File: config.mk
export PLATFORM = sky130hd
export DESIGN_NAME = touch_joystick_radial_deadzone_core
export DESIGN_NICKNAME = d
export VERILOG_FILES = /design/src/design/tjrd_pkg.sv /design/src/design/tjrd_ctrl.sv /design/src/design/tjrd_dp.sv /design/src/design/touch_joystick_radial_deadzone_core.sv
export SDC_FILE = /design/constraint.sdc
export NUM_CORES = 2
export LEC_CHECK = 0
export BUFFER_PORTS_ARGS = -buffer_cell sky130_fd_sc_hd__buf_2
export CORE_MARGIN = 8
export CORE_UTILIZATION = 45
export DETAILED_ROUTE_END_ITERATION = 10
export PLACE_DENSITY = 0.72
export SYNTH_ARGS = -nofsm -noshare
export SYNTH_HDL_FRONTEND = slang
export SYNTH_SLANG_ARGS = --single-unit
File: constraint.sdc
create_clock -name clk -period 10.3 [get_ports clk]
set_input_delay 2.06 -clock clk [delete_from_list [all_inputs] [get_ports clk]]
set_output_delay 2.06 -clock clk [all_outputs]
set_load 0.1 [all_outputs]
File: src/design/tjrd_pkg.sv
// tjrd_pkg: shared constants, codes and control types for the radial dead zone joystick.
// Used by the controller, the datapath, the top level and the checker.
package tjrd_pkg;

  localparam int COORD_BITS_DEF     = 13;
  localparam int AXIS_FRAC_BITS_DEF = 14;
  localparam int RADIUS_W           = 12;
  localparam int DZ_W               = 15;
  localparam int STICK_IN_W         = 16;
  localparam int OP_W               = 3;
  localparam int PADDR_W            = 4;

  localparam logic [RADIUS_W-1:0] MAX_RADIUS_RST = 12'd100;
  localparam logic [DZ_W-1:0]     DEAD_ZONE_RST  = 15'd1638;

  localparam logic [OP_W-1:0] OP_START = 3'd0;
  localparam logic [OP_W-1:0] OP_MOVE  = 3'd1;
  localparam logic [OP_W-1:0] OP_END   = 3'd2;
  localparam logic [OP_W-1:0] OP_STICK = 3'd3;
  localparam logic [OP_W-1:0] OP_TICK  = 3'd4;

  localparam logic [1:0] REG_MAX_RADIUS = 2'd0;
  localparam logic [1:0] REG_DEAD_ZONE  = 2'd1;
  localparam logic [1:0] REG_TOUCH_MODE = 2'd2;

  localparam logic [3:0] CMD_NOP   = 4'd0;
  localparam logic [3:0] CMD_EVENT = 4'd1;
  localparam logic [3:0] CMD_SQ1   = 4'd2;
  localparam logic [3:0] CMD_SQ2   = 4'd3;
  localparam logic [3:0] CMD_SQ3   = 4'd4;
  localparam logic [3:0] CMD_SQRT  = 4'd5;
  localparam logic [3:0] CMD_DVI   = 4'd6;
  localparam logic [3:0] CMD_DIV   = 4'd7;
  localparam logic [3:0] CMD_DVE   = 4'd8;
  localparam logic [3:0] CMD_DZ1   = 4'd9;
  localparam logic [3:0] CMD_DZ2   = 4'd10;

  typedef struct packed {
    logic [3:0] code;
    logic       out_load;
  } dp_cmd_t;

  typedef struct packed {
    logic active;
  } dp_status_t;

endpackage

File: src/design/tjrd_ctrl.sv
// tjrd_ctrl: sequencer for events and the tick computation (root, divide, dead zone).
// Depends on tjrd_pkg; drives the datapath through dp_cmd_t.
module tjrd_ctrl #(
  parameter int COORD_BITS     = tjrd_pkg::COORD_BITS_DEF,
  parameter int AXIS_FRAC_BITS = tjrd_pkg::AXIS_FRAC_BITS_DEF
) (
  input  logic                     clk,
  input  logic                     rst_n,
  input  logic                     in_valid,
  output logic                     in_ready,
  input  logic [tjrd_pkg::OP_W-1:0] in_op,
  output logic                     out_valid,
  input  logic                     out_ready,
  input  logic                     touch_mode,
  input  tjrd_pkg::dp_status_t     status,
  output tjrd_pkg::dp_cmd_t        cmd
);

  localparam int RW  = COORD_BITS + 1;
  localparam int NW  = COORD_BITS + AXIS_FRAC_BITS;
  localparam int CTW = $clog2(NW);

  localparam logic [3:0] S_IDLE = 4'd0;
  localparam logic [3:0] S_SQ1  = 4'd1;
  localparam logic [3:0] S_SQ2  = 4'd2;
  localparam logic [3:0] S_SQ3  = 4'd3;
  localparam logic [3:0] S_SQRT = 4'd4;
  localparam logic [3:0] S_DVI  = 4'd5;
  localparam logic [3:0] S_DIV  = 4'd6;
  localparam logic [3:0] S_DVE  = 4'd7;
  localparam logic [3:0] S_DZ1  = 4'd8;
  localparam logic [3:0] S_DZ2  = 4'd9;
  localparam logic [3:0] S_FIN  = 4'd10;

  logic [3:0]     state_r, state_nxt;
  logic [CTW-1:0] cnt_r, cnt_nxt;
  logic           out_valid_r, out_valid_nxt;

  assign out_valid = out_valid_r;
  assign in_ready  = (state_r == S_IDLE);

  always_comb begin
    state_nxt     = state_r;
    cnt_nxt       = cnt_r;
    out_valid_nxt = out_valid_r && !out_ready;
    cmd.code      = tjrd_pkg::CMD_NOP;
    cmd.out_load  = 1'b0;
    case (state_r)
      S_IDLE: begin
        if (in_valid) begin
          cmd.code = tjrd_pkg::CMD_EVENT;
          if (in_op == tjrd_pkg::OP_TICK) begin
            if (!touch_mode) state_nxt = S_DZ1;
            else if (status.active) state_nxt = S_SQ1;
            else state_nxt = S_FIN;
          end else begin
            state_nxt = S_FIN;
          end
        end
      end
      S_SQ1: begin
        cmd.code  = tjrd_pkg::CMD_SQ1;
        state_nxt = S_SQ2;
      end
      S_SQ2: begin
        cmd.code  = tjrd_pkg::CMD_SQ2;
        state_nxt = S_SQ3;
      end
      S_SQ3: begin
        cmd.code  = tjrd_pkg::CMD_SQ3;
        cnt_nxt   = CTW'(RW - 1);
        state_nxt = S_SQRT;
      end
      S_SQRT: begin
        cmd.code = tjrd_pkg::CMD_SQRT;
        if (cnt_r == '0) state_nxt = S_DVI;
        else cnt_nxt = cnt_r - 1'b1;
      end
      S_DVI: begin
        cmd.code  = tjrd_pkg::CMD_DVI;
        cnt_nxt   = CTW'(NW - 1);
        state_nxt = S_DIV;
      end
      S_DIV: begin
        cmd.code = tjrd_pkg::CMD_DIV;
        if (cnt_r == '0) state_nxt = S_DVE;
        else cnt_nxt = cnt_r - 1'b1;
      end
      S_DVE: begin
        cmd.code  = tjrd_pkg::CMD_DVE;
        state_nxt = S_DZ1;
      end
      S_DZ1: begin
        cmd.code  = tjrd_pkg::CMD_DZ1;
        state_nxt = S_DZ2;
      end
      S_DZ2: begin
        cmd.code  = tjrd_pkg::CMD_DZ2;
        state_nxt = S_FIN;
      end
      S_FIN: begin
        if (!out_valid_r || out_ready) begin
          cmd.out_load  = 1'b1;
          out_valid_nxt = 1'b1;
          state_nxt     = S_IDLE;
        end
      end
      default: state_nxt = S_IDLE;
    endcase
  end

  always_ff @(posedge clk) begin
    if (!rst_n) begin
      state_r     <= S_IDLE;
      cnt_r       <= '0;
      out_valid_r <= 1'b0;
    end else begin
      state_r     <= state_nxt;
      cnt_r       <= cnt_nxt;
      out_valid_r <= out_valid_nxt;
    end
  end

endmodule

File: src/design/tjrd_dp.sv
// tjrd_dp: joystick state, squares, bit-serial root, two-lane restoring divider, dead zone.
// Depends on tjrd_pkg; steered by tjrd_ctrl commands.
module tjrd_dp #(
  parameter int COORD_BITS     = tjrd_pkg::COORD_BITS_DEF,
  parameter int AXIS_FRAC_BITS = tjrd_pkg::AXIS_FRAC_BITS_DEF
) (
  input  logic                                  clk,
  input  logic                                  rst_n,
  input  tjrd_pkg::dp_cmd_t                     cmd,
  output tjrd_pkg::dp_status_t                  status,
  input  logic [tjrd_pkg::OP_W-1:0]             in_op,
  input  logic [COORD_BITS-1:0]                 in_pos_x,
  input  logic [COORD_BITS-1:0]                 in_pos_y,
  input  logic signed [tjrd_pkg::STICK_IN_W-1:0] in_stick_in_x,
  input  logic signed [tjrd_pkg::STICK_IN_W-1:0] in_stick_in_y,
  input  logic [tjrd_pkg::RADIUS_W-1:0]         max_radius,
  input  logic [tjrd_pkg::DZ_W-1:0]             dead_zone,
  output logic signed [AXIS_FRAC_BITS+1:0]      out_stick_out_x,
  output logic signed [AXIS_FRAC_BITS+1:0]      out_stick_out_y,
  output logic                                  out_pressed,
  output logic                                  out_touch_active
);

  localparam int CB   = COORD_BITS;
  localparam int AFB  = AXIS_FRAC_BITS;
  localparam int AW   = AFB + 2;
  localparam int SW   = 2 * CB + 2;
  localparam int RW   = CB + 1;
  localparam int RRW  = 2 * tjrd_pkg::RADIUS_W;
  localparam int CMPW = (SW > RRW) ? SW : RRW;
  localparam int DVW  = (RW > tjrd_pkg::RADIUS_W) ? RW : tjrd_pkg::RADIUS_W;
  localparam int NW   = CB + AFB;
  localparam int EW   = ((AW > tjrd_pkg::STICK_IN_W) ? AW : tjrd_pkg::STICK_IN_W) + 1;
  localparam int DZ2W = 2 * tjrd_pkg::DZ_W;
  localparam int MW   = ((2 * AW + 1) > DZ2W) ? (2 * AW + 1) : DZ2W;
  localparam logic signed [EW-1:0] ONE_E = EW'(1) <<< AFB;

  logic [CB-1:0]        start_x_r, start_y_r, cur_x_r, cur_y_r;
  logic signed [AW-1:0] axis_x_r, axis_y_r;
  logic                 pressed_r, active_r;

  logic signed [CB:0]   dx_r, dy_r;
  logic [SW-1:0]        sqx_r, d2_r, sq_src_r;
  logic [RRW-1:0]       rr_r;
  logic [RW+1:0]        sq_rem_r;
  logic [RW-1:0]        root_r;
  logic [DVW-1:0]       dv_r;
  logic [DVW-1:0]       rem_x_r, rem_y_r;
  logic [NW-1:0]        q_x_r, q_y_r;
  logic [2*AW-1:0]      mag_x_r;
  logic [DZ2W-1:0]      dz2_r;

  logic [tjrd_pkg::RADIUS_W-1:0] radius;
  logic signed [CB:0]   dx, dy;
  logic signed [SW-1:0] sq_a, sq_b;
  logic [RW+1:0]        sq_t, sq_trial;
  logic [DVW:0]         tx, ty;
  logic [CB-1:0]        ax_abs, ay_abs;
  logic [AW-1:0]        qx, qy;
  logic signed [2*AW-1:0] mx, my;
  logic [MW-1:0]        mag;
  logic signed [EW-1:0] sx, sy;
  logic signed [AW-1:0] cx, cy;

  assign radius = (max_radius == '0) ? tjrd_pkg::RADIUS_W'(1) : max_radius;
  assign dx     = $signed({1'b0, cur_x_r}) - $signed({1'b0, start_x_r});
  assign dy     = $signed({1'b0, cur_y_r}) - $signed({1'b0, start_y_r});
  assign sq_a   = dx_r * dx_r;
  assign sq_b   = dy_r * dy_r;

  assign sq_t     = {sq_rem_r[RW-1:0], sq_src_r[SW-1:SW-2]};
  assign sq_trial = {root_r, 2'b01};

  assign tx = {rem_x_r, q_x_r[NW-1]};
  assign ty = {rem_y_r, q_y_r[NW-1]};

  assign ax_abs = dx_r[CB] ? CB'(-dx_r) : dx_r[CB-1:0];
  assign ay_abs = dy_r[CB] ? CB'(-dy_r) : dy_r[CB-1:0];
  assign qx     = AW'(q_x_r);
  assign qy     = AW'(q_y_r);

  assign mx  = axis_x_r * axis_x_r;
  assign my  = axis_y_r * axis_y_r;
  assign mag = MW'(mag_x_r) + MW'(unsigned'(my));

  assign sx = {{(EW-tjrd_pkg::STICK_IN_W){in_stick_in_x[tjrd_pkg::STICK_IN_W-1]}}, in_stick_in_x};
  assign sy = {{(EW-tjrd_pkg::STICK_IN_W){in_stick_in_y[tjrd_pkg::STICK_IN_W-1]}}, in_stick_in_y};
  assign cx = (sx > ONE_E) ? AW'(ONE_E) : (sx < -ONE_E) ? AW'(-ONE_E) : AW'(sx);
  assign cy = (sy > ONE_E) ? AW'(ONE_E) : (sy < -ONE_E) ? AW'(-ONE_E) : AW'(sy);

  assign status.active = active_r;

  always_ff @(posedge clk) begin
    if (!rst_n) begin
      start_x_r <= '0;
      start_y_r <= '0;
      cur_x_r   <= '0;
      cur_y_r   <= '0;
      axis_x_r  <= '0;
      axis_y_r  <= '0;
      pressed_r <= 1'b0;
      active_r  <= 1'b0;
    end else begin
      case (cmd.code)
        tjrd_pkg::CMD_EVENT: begin
          case (in_op)
            tjrd_pkg::OP_START: begin
              if (!active_r) begin
                start_x_r <= in_pos_x;
                start_y_r <= in_pos_y;
                cur_x_r   <= in_pos_x;
                cur_y_r   <= in_pos_y;
                active_r  <= 1'b1;
                pressed_r <= 1'b1;
              end
            end
            tjrd_pkg::OP_MOVE: begin
              if (active_r) begin
                cur_x_r <= in_pos_x;
                cur_y_r <= in_pos_y;
              end
            end
            tjrd_pkg::OP_END: begin
              active_r  <= 1'b0;
              pressed_r <= 1'b0;
              axis_x_r  <= '0;
              axis_y_r  <= '0;
            end
            tjrd_pkg::OP_STICK: begin
              axis_x_r <= cx;
              axis_y_r <= cy;
            end
            default: ;
          endcase
        end
        tjrd_pkg::CMD_DVE: begin
          axis_x_r <= dx_r[CB] ? -$signed(qx) : $signed(qx);
          axis_y_r <= dy_r[CB] ? -$signed(qy) : $signed(qy);
        end
        tjrd_pkg::CMD_DZ2: begin
          if (mag < MW'(dz2_r)) begin
            axis_x_r  <= '0;
            axis_y_r  <= '0;
            pressed_r <= 1'b0;
          end else begin
            pressed_r <= 1'b1;
          end
        end
        default: ;
      endcase
    end
  end

  // scratch registers of the tick computation
  always_ff @(posedge clk) begin
    case (cmd.code)
      tjrd_pkg::CMD_SQ1: begin
        dx_r <= dx;
        dy_r <= dy;
        rr_r <= radius * radius;
      end
      tjrd_pkg::CMD_SQ2: sqx_r <= unsigned'(sq_a);
      tjrd_pkg::CMD_SQ3: begin
        d2_r     <= sqx_r + unsigned'(sq_b);
        sq_src_r <= sqx_r + unsigned'(sq_b);
        sq_rem_r <= '0;
        root_r   <= '0;
      end
      tjrd_pkg::CMD_SQRT: begin
        sq_src_r <= sq_src_r << 2;
        if (sq_t >= sq_trial) begin
          sq_rem_r <= sq_t - sq_trial;
          root_r   <= {root_r[RW-2:0], 1'b1};
        end else begin
          sq_rem_r <= sq_t;
          root_r   <= {root_r[RW-2:0], 1'b0};
        end
      end
      tjrd_pkg::CMD_DVI: begin
        dv_r    <= (CMPW'(d2_r) > CMPW'(rr_r)) ? DVW'(root_r) : DVW'(radius);
        rem_x_r <= '0;
        rem_y_r <= '0;
        q_x_r   <= {ax_abs, AFB'(0)};
        q_y_r   <= {ay_abs, AFB'(0)};
      end
      tjrd_pkg::CMD_DIV: begin
        if (tx >= {1'b0, dv_r}) begin
          rem_x_r <= DVW'(tx - {1'b0, dv_r});
          q_x_r   <= {q_x_r[NW-2:0], 1'b1};
        end else begin
          rem_x_r <= DVW'(tx);
          q_x_r   <= {q_x_r[NW-2:0], 1'b0};
        end
        if (ty >= {1'b0, dv_r}) begin
          rem_y_r <= DVW'(ty - {1'b0, dv_r});
          q_y_r   <= {q_y_r[NW-2:0], 1'b1};
        end else begin
          rem_y_r <= DVW'(ty);
          q_y_r   <= {q_y_r[NW-2:0], 1'b0};
        end
      end
      tjrd_pkg::CMD_DZ1: begin
        mag_x_r <= unsigned'(mx);
        dz2_r   <= dead_zone * dead_zone;
      end
      default: ;
    endcase
  end

  always_ff @(posedge clk) begin
    if (cmd.out_load) begin
      out_stick_out_x  <= axis_x_r;
      out_stick_out_y  <= axis_y_r;
      out_pressed      <= pressed_r;
      out_touch_active <= active_r;
    end
  end

endmodule

File: src/design/touch_joystick_radial_deadzone_core.sv
// Radial dead zone virtual joystick: APB registers, controller and datapath.
// Events go straight to the FIN state and out_valid; a touch tick with an active touch first runs
// the squares, bit-serial root, restoring divider and dead zone; a stick tick runs the dead zone.
// One word in flight; a new word is taken while the previous result waits.
// Synchronous active-low reset clears state and flags and sets the APB registers to their defaults.
module touch_joystick_radial_deadzone_core #(
  parameter int COORD_BITS     = tjrd_pkg::COORD_BITS_DEF,
  parameter int AXIS_FRAC_BITS = tjrd_pkg::AXIS_FRAC_BITS_DEF
) (
  input  logic                                  clk,
  input  logic                                  rst_n,
  input  logic                                  in_valid,
  output logic                                  in_ready,
  input  logic [tjrd_pkg::OP_W-1:0]             in_op,
  input  logic [COORD_BITS-1:0]                 in_pos_x,
  input  logic [COORD_BITS-1:0]                 in_pos_y,
  input  logic signed [tjrd_pkg::STICK_IN_W-1:0] in_stick_in_x,
  input  logic signed [tjrd_pkg::STICK_IN_W-1:0] in_stick_in_y,
  output logic                                  out_valid,
  input  logic                                  out_ready,
  output logic signed [AXIS_FRAC_BITS+1:0]      out_stick_out_x,
  output logic signed [AXIS_FRAC_BITS+1:0]      out_stick_out_y,
  output logic                                  out_pressed,
  output logic                                  out_touch_active,
  input  logic                                  psel,
  input  logic                                  penable,
  input  logic                                  pwrite,
  input  logic [tjrd_pkg::PADDR_W-1:0]          paddr,
  input  logic [31:0]                           pwdata,
  output logic [31:0]                           prdata,
  output logic                                  pready
);

  logic [tjrd_pkg::RADIUS_W-1:0] max_radius_r;
  logic [tjrd_pkg::DZ_W-1:0]     dead_zone_r;
  logic                          touch_mode_r;
  tjrd_pkg::dp_cmd_t             cmd;
  tjrd_pkg::dp_status_t          status;

  assign pready = 1'b1;

  always_ff @(posedge clk) begin
    if (!rst_n) begin
      max_radius_r <= tjrd_pkg::MAX_RADIUS_RST;
      dead_zone_r  <= tjrd_pkg::DEAD_ZONE_RST;
      touch_mode_r <= 1'b0;
    end else if (psel && penable && pwrite) begin
      case (paddr[3:2])
        tjrd_pkg::REG_MAX_RADIUS: max_radius_r <= pwdata[tjrd_pkg::RADIUS_W-1:0];
        tjrd_pkg::REG_DEAD_ZONE:  dead_zone_r  <= pwdata[tjrd_pkg::DZ_W-1:0];
        tjrd_pkg::REG_TOUCH_MODE: touch_mode_r <= pwdata[0];
        default: ;
      endcase
    end
  end

  always_comb begin
    case (paddr[3:2])
      tjrd_pkg::REG_MAX_RADIUS: prdata = 32'(max_radius_r);
      tjrd_pkg::REG_DEAD_ZONE:  prdata = 32'(dead_zone_r);
      tjrd_pkg::REG_TOUCH_MODE: prdata = 32'(touch_mode_r);
      default:                  prdata = '0;
    endcase
  end

  tjrd_ctrl #(
    .COORD_BITS     (COORD_BITS),
    .AXIS_FRAC_BITS (AXIS_FRAC_BITS)
  ) u_ctrl (
    .clk        (clk),
    .rst_n      (rst_n),
    .in_valid   (in_valid),
    .in_ready   (in_ready),
    .in_op      (in_op),
    .out_valid  (out_valid),
    .out_ready  (out_ready),
    .touch_mode (touch_mode_r),
    .status     (status),
    .cmd        (cmd)
  );

  tjrd_dp #(
    .COORD_BITS     (COORD_BITS),
    .AXIS_FRAC_BITS (AXIS_FRAC_BITS)
  ) u_dp (
    .clk              (clk),
    .rst_n            (rst_n),
    .cmd              (cmd),
    .status           (status),
    .in_op            (in_op),
    .in_pos_x         (in_pos_x),
    .in_pos_y         (in_pos_y),
    .in_stick_in_x    (in_stick_in_x),
    .in_stick_in_y    (in_stick_in_y),
    .max_radius       (max_radius_r),
    .dead_zone        (dead_zone_r),
    .out_stick_out_x  (out_stick_out_x),
    .out_stick_out_y  (out_stick_out_y),
    .out_pressed      (out_pressed),
    .out_touch_active (out_touch_active)
  );

endmodule

==> flow_metrics.tcl <==
set metrics [dict create \
    worstSetupPathType "reg2reg" \
    rows 141 \
    fin_crit_sh 0.961 \
    clkTransAtPathRegs_ns 0.06 \
    crit_slowest_cell "fa_1" \
    io_pins 173 \
    synth-async-reset-ratio 0 \
    num_vias 46900 \
    cts_tree "built" \
    synth_edf_count 352 \
    post_synth.cell_area_avg_um2 9.64 \
    syn-cell-area_um2 66800 \
    core_area_um2 147000 \
    ys.flop_type "edfxtp_1" \
    initial_core_util 0.453 \
    grt_pass1_wl_um 257000 \
    path_common_cell "fa_1" \
    ant_nets 0 \
    fin_setup_tns_ns 0 \
    period_minus_slack_ns 9.90 \
    grt_max_degree 83 \
    max_slew_margin 0.215 \
    setup_violations 0 \
    cp.arrival_ns 10.46 \
    fmax_mhz 101 \
    first_global_vias 50800 \
    dr.pass1.iters 6 \
    worst_ep_required_time_ns 10.86 \
    critPathMaxFanout 16 \
    grt_use_total 0.193 \
    die_y_um 401 \
    worst_pin_slew_ns 1.17 \
    r2r_slack_ns 0.40 \
    die_width_um 401 \
    cp_slowest_stage_delay_ns 0.57 \
    yosys.area.top_type_share 0.326 \
    io_buffers 135 \
    synthTopCellsByArea "fa_1 (33%), edfxtp_1 (16%), ha_1 (12%)" \
    cts.sinks 476 \
    yosys_warnings 0 \
    drtIter0Drc 2771 \
    synth_common_cells "inv_1 (1524), fa_1 (1087), nand2_1 (672)" \
    skew_ns 0.0555 \
    post-dp-hpwl_um 125000 \
    finalNetCount 8792 \
    drc 0 \
    clock_latency_ns 0.68 \
    r2r-start "u_dp.axis_y_r[8]" \
    ys_ff_latch 476 \
    status "completed" \
    htree_levels 2 \
    drt_wl_total_um 154000 \
    wl_per_cell_um 17.2 \
    slew_viol_final 0 \
    yosysTopAreaCell "fa_1" \
    hold_violations 0 \
    syn_inst 6928 \
    syn_to_final_growth_pct 7.24 \
    r2r_end "u_dp.axis_x_r[14]" \
    cts_inserted_buffers 56 \
    cts-root-buf "clkbuf_16" \
    crit_path_start "u_dp.axis_y_r[8]" \
    rr_worst_depth 40 \
    die_area_um2 161000 \
    fillers 13500 \
    cap_violations 0 \
    crit_end "u_dp.axis_x_r[14]" \
    drive_above_1_share 0.0544 \
    cts_buffer_depth 3 \
    overflow 0 \
    critPathCaptureType "register" \
    worst_setup_path_start_kind "register" \
    routabilityCongestion 0.925 \
    ys_seq_area_frac 0.195 \
    netlist-cell-type-count 81 \
    postCtsHoldBufs 0 \
    holdPathStages 2 \
    viasPerCell 5.23 \
    antenna_found_initial 10 \
    yosysMostFrequentCell "inv_1" \
    rsz0062_at_grt "no" \
    hp-class "reg2reg" \
]
==> kinds of logic after synthesis <==
kind of cell	Yosys count	share of synthesized area
flops	476	0.195
compound gates	807	0.0776
xor+xnor	312	0.0409
buf+inv	1765	0.101
other cells	2	0.000112
mux	120	0.0185
simple gates	1734	0.124
fa+ha+maj	1712	0.443
==> placed cells by master, fill, tap and decap left out, types with 22 or more instances in the layout <==
master,n
a211oi_1,22
a21boi_0,56
a21o_1,89
a21oi_1,183
a31oi_1,23
and2_1,264
and3_1,42
buf_2,134
buf_4,64
clkbuf_16,58
dfxtp_1,116
edfxtp_1,352
fa_1,1087
ha_1,625
inv_1,1524
mux2_2,29
mux2i_1,91
nand2_1,670
nand2b_1,57
nand3_1,43
nand4_1,33
nor2_1,350
nor2b_1,83
nor3_1,61
o211ai_1,24
o21a_1,51
o21ai_0,201
o21bai_1,26
o31ai_1,33
or3_1,38
xnor2_1,220
xor2_1,92
==> routing by layer <==
| layer | up-vias | share of wire | GRT usage |
|---|---|---|---|
| met1 | 23500 | 0.40 | 0.245 |
| met5 | - | 0.000084 | 0 |
| met3 | 233 | 0.071 | 0.0384 |
| li1 | 21800 | - | - |
| met4 | 2 | 0.032 | 0.0629 |
| met2 | 1270 | 0.49 | 0.333 |
==> registers in the layout (all words and copies together) (netlist names), 15 cells and up <==
name / cells
u_dp.mag_x_r: 31
u_dp.dz2_r: 29
u_dp.d2_r: 28
u_dp.sq_src_r: 28
u_dp.q_x_r: 27
u_dp.q_y_r: 27
u_dp.sqx_r: 27
u_dp.rr_r: 23
u_dp.axis_x_r: 16
u_dp.axis_y_r: 16
u_dp.out_stick_out_x: 16
u_dp.out_stick_out_y: 16
dead_zone_r: 15
==> area by class of cell <==
type	instances	area (um^2)	area share
repair buffers	202	1210	0.0170
clock inverters	38	427	0.00596
flip-flops and latches	476	13100	0.182
multi-input cells	4704	47200	0.659
inverters	1536	5770	0.0805
diodes	8	20.0	0.000280
clock buffers	67	1530	0.0213
well taps	1930	2410	0.0337
==> worst min path at each step <==
stage	from	to	slack, ns
final	u_dp.start_y_r[5]	u_dp.start_y_r[5]	0.45
after global routing	u_dp.pressed_r	u_dp.out_pressed	0.47
after detailed placement	u_dp.pressed_r	u_dp.out_pressed	0.43
after CTS	u_dp.pressed_r	u_dp.out_pressed	0.45
after global placement	u_dp.pressed_r	u_dp.out_pressed	0.42
after floorplan	u_dp.pressed_r	u_dp.out_pressed	0.40
==> timing repair <==
item / CTS / global route
setup buffers: 0 / 0
resized for setup: 1 / 15
endpoints found under the setup margin: 31 / 33
pin swaps: 0 / 2
==> stage by stage <==
step / instance area (um^2) / instances / hold slack, ns / setup WS, ns / utilization
2_1_floorplan: 66800 / 6945 / 0.403 / 1.04 / -
3_5_place_dp: 69600 / 8848 / 0.431 / 0.0335 / 0.472
5_1_grt: 71600 / 8953 / 0.468 / 0.00344 / 0.485
6_report: 71600 / 8961 / 0.452 / 0.402 / 0.485
3_3_place_gp: 69600 / 8848 / 0.423 / 0.145 / 0.472
4_1_cts: 71500 / 8953 / 0.448 / 0.118 / 0.485
==> critical path, delay by kind of cell, from the launching register on <==
kind	cells	cell delay [ns]
adder cells (fa/ha/maj)	9	4.03
AO/OA/AOI/OAI	17	3.19
AND/OR/NAND/NOR	6	1.05
buffers and inverters	5	0.54
flip-flops	1	0.42
XOR/XNOR	2	0.33
multiplexers	1	0.19
Power is not shown: default switching activity piles up to over one toggle a cycle in this logic, so the estimate is an artifact.
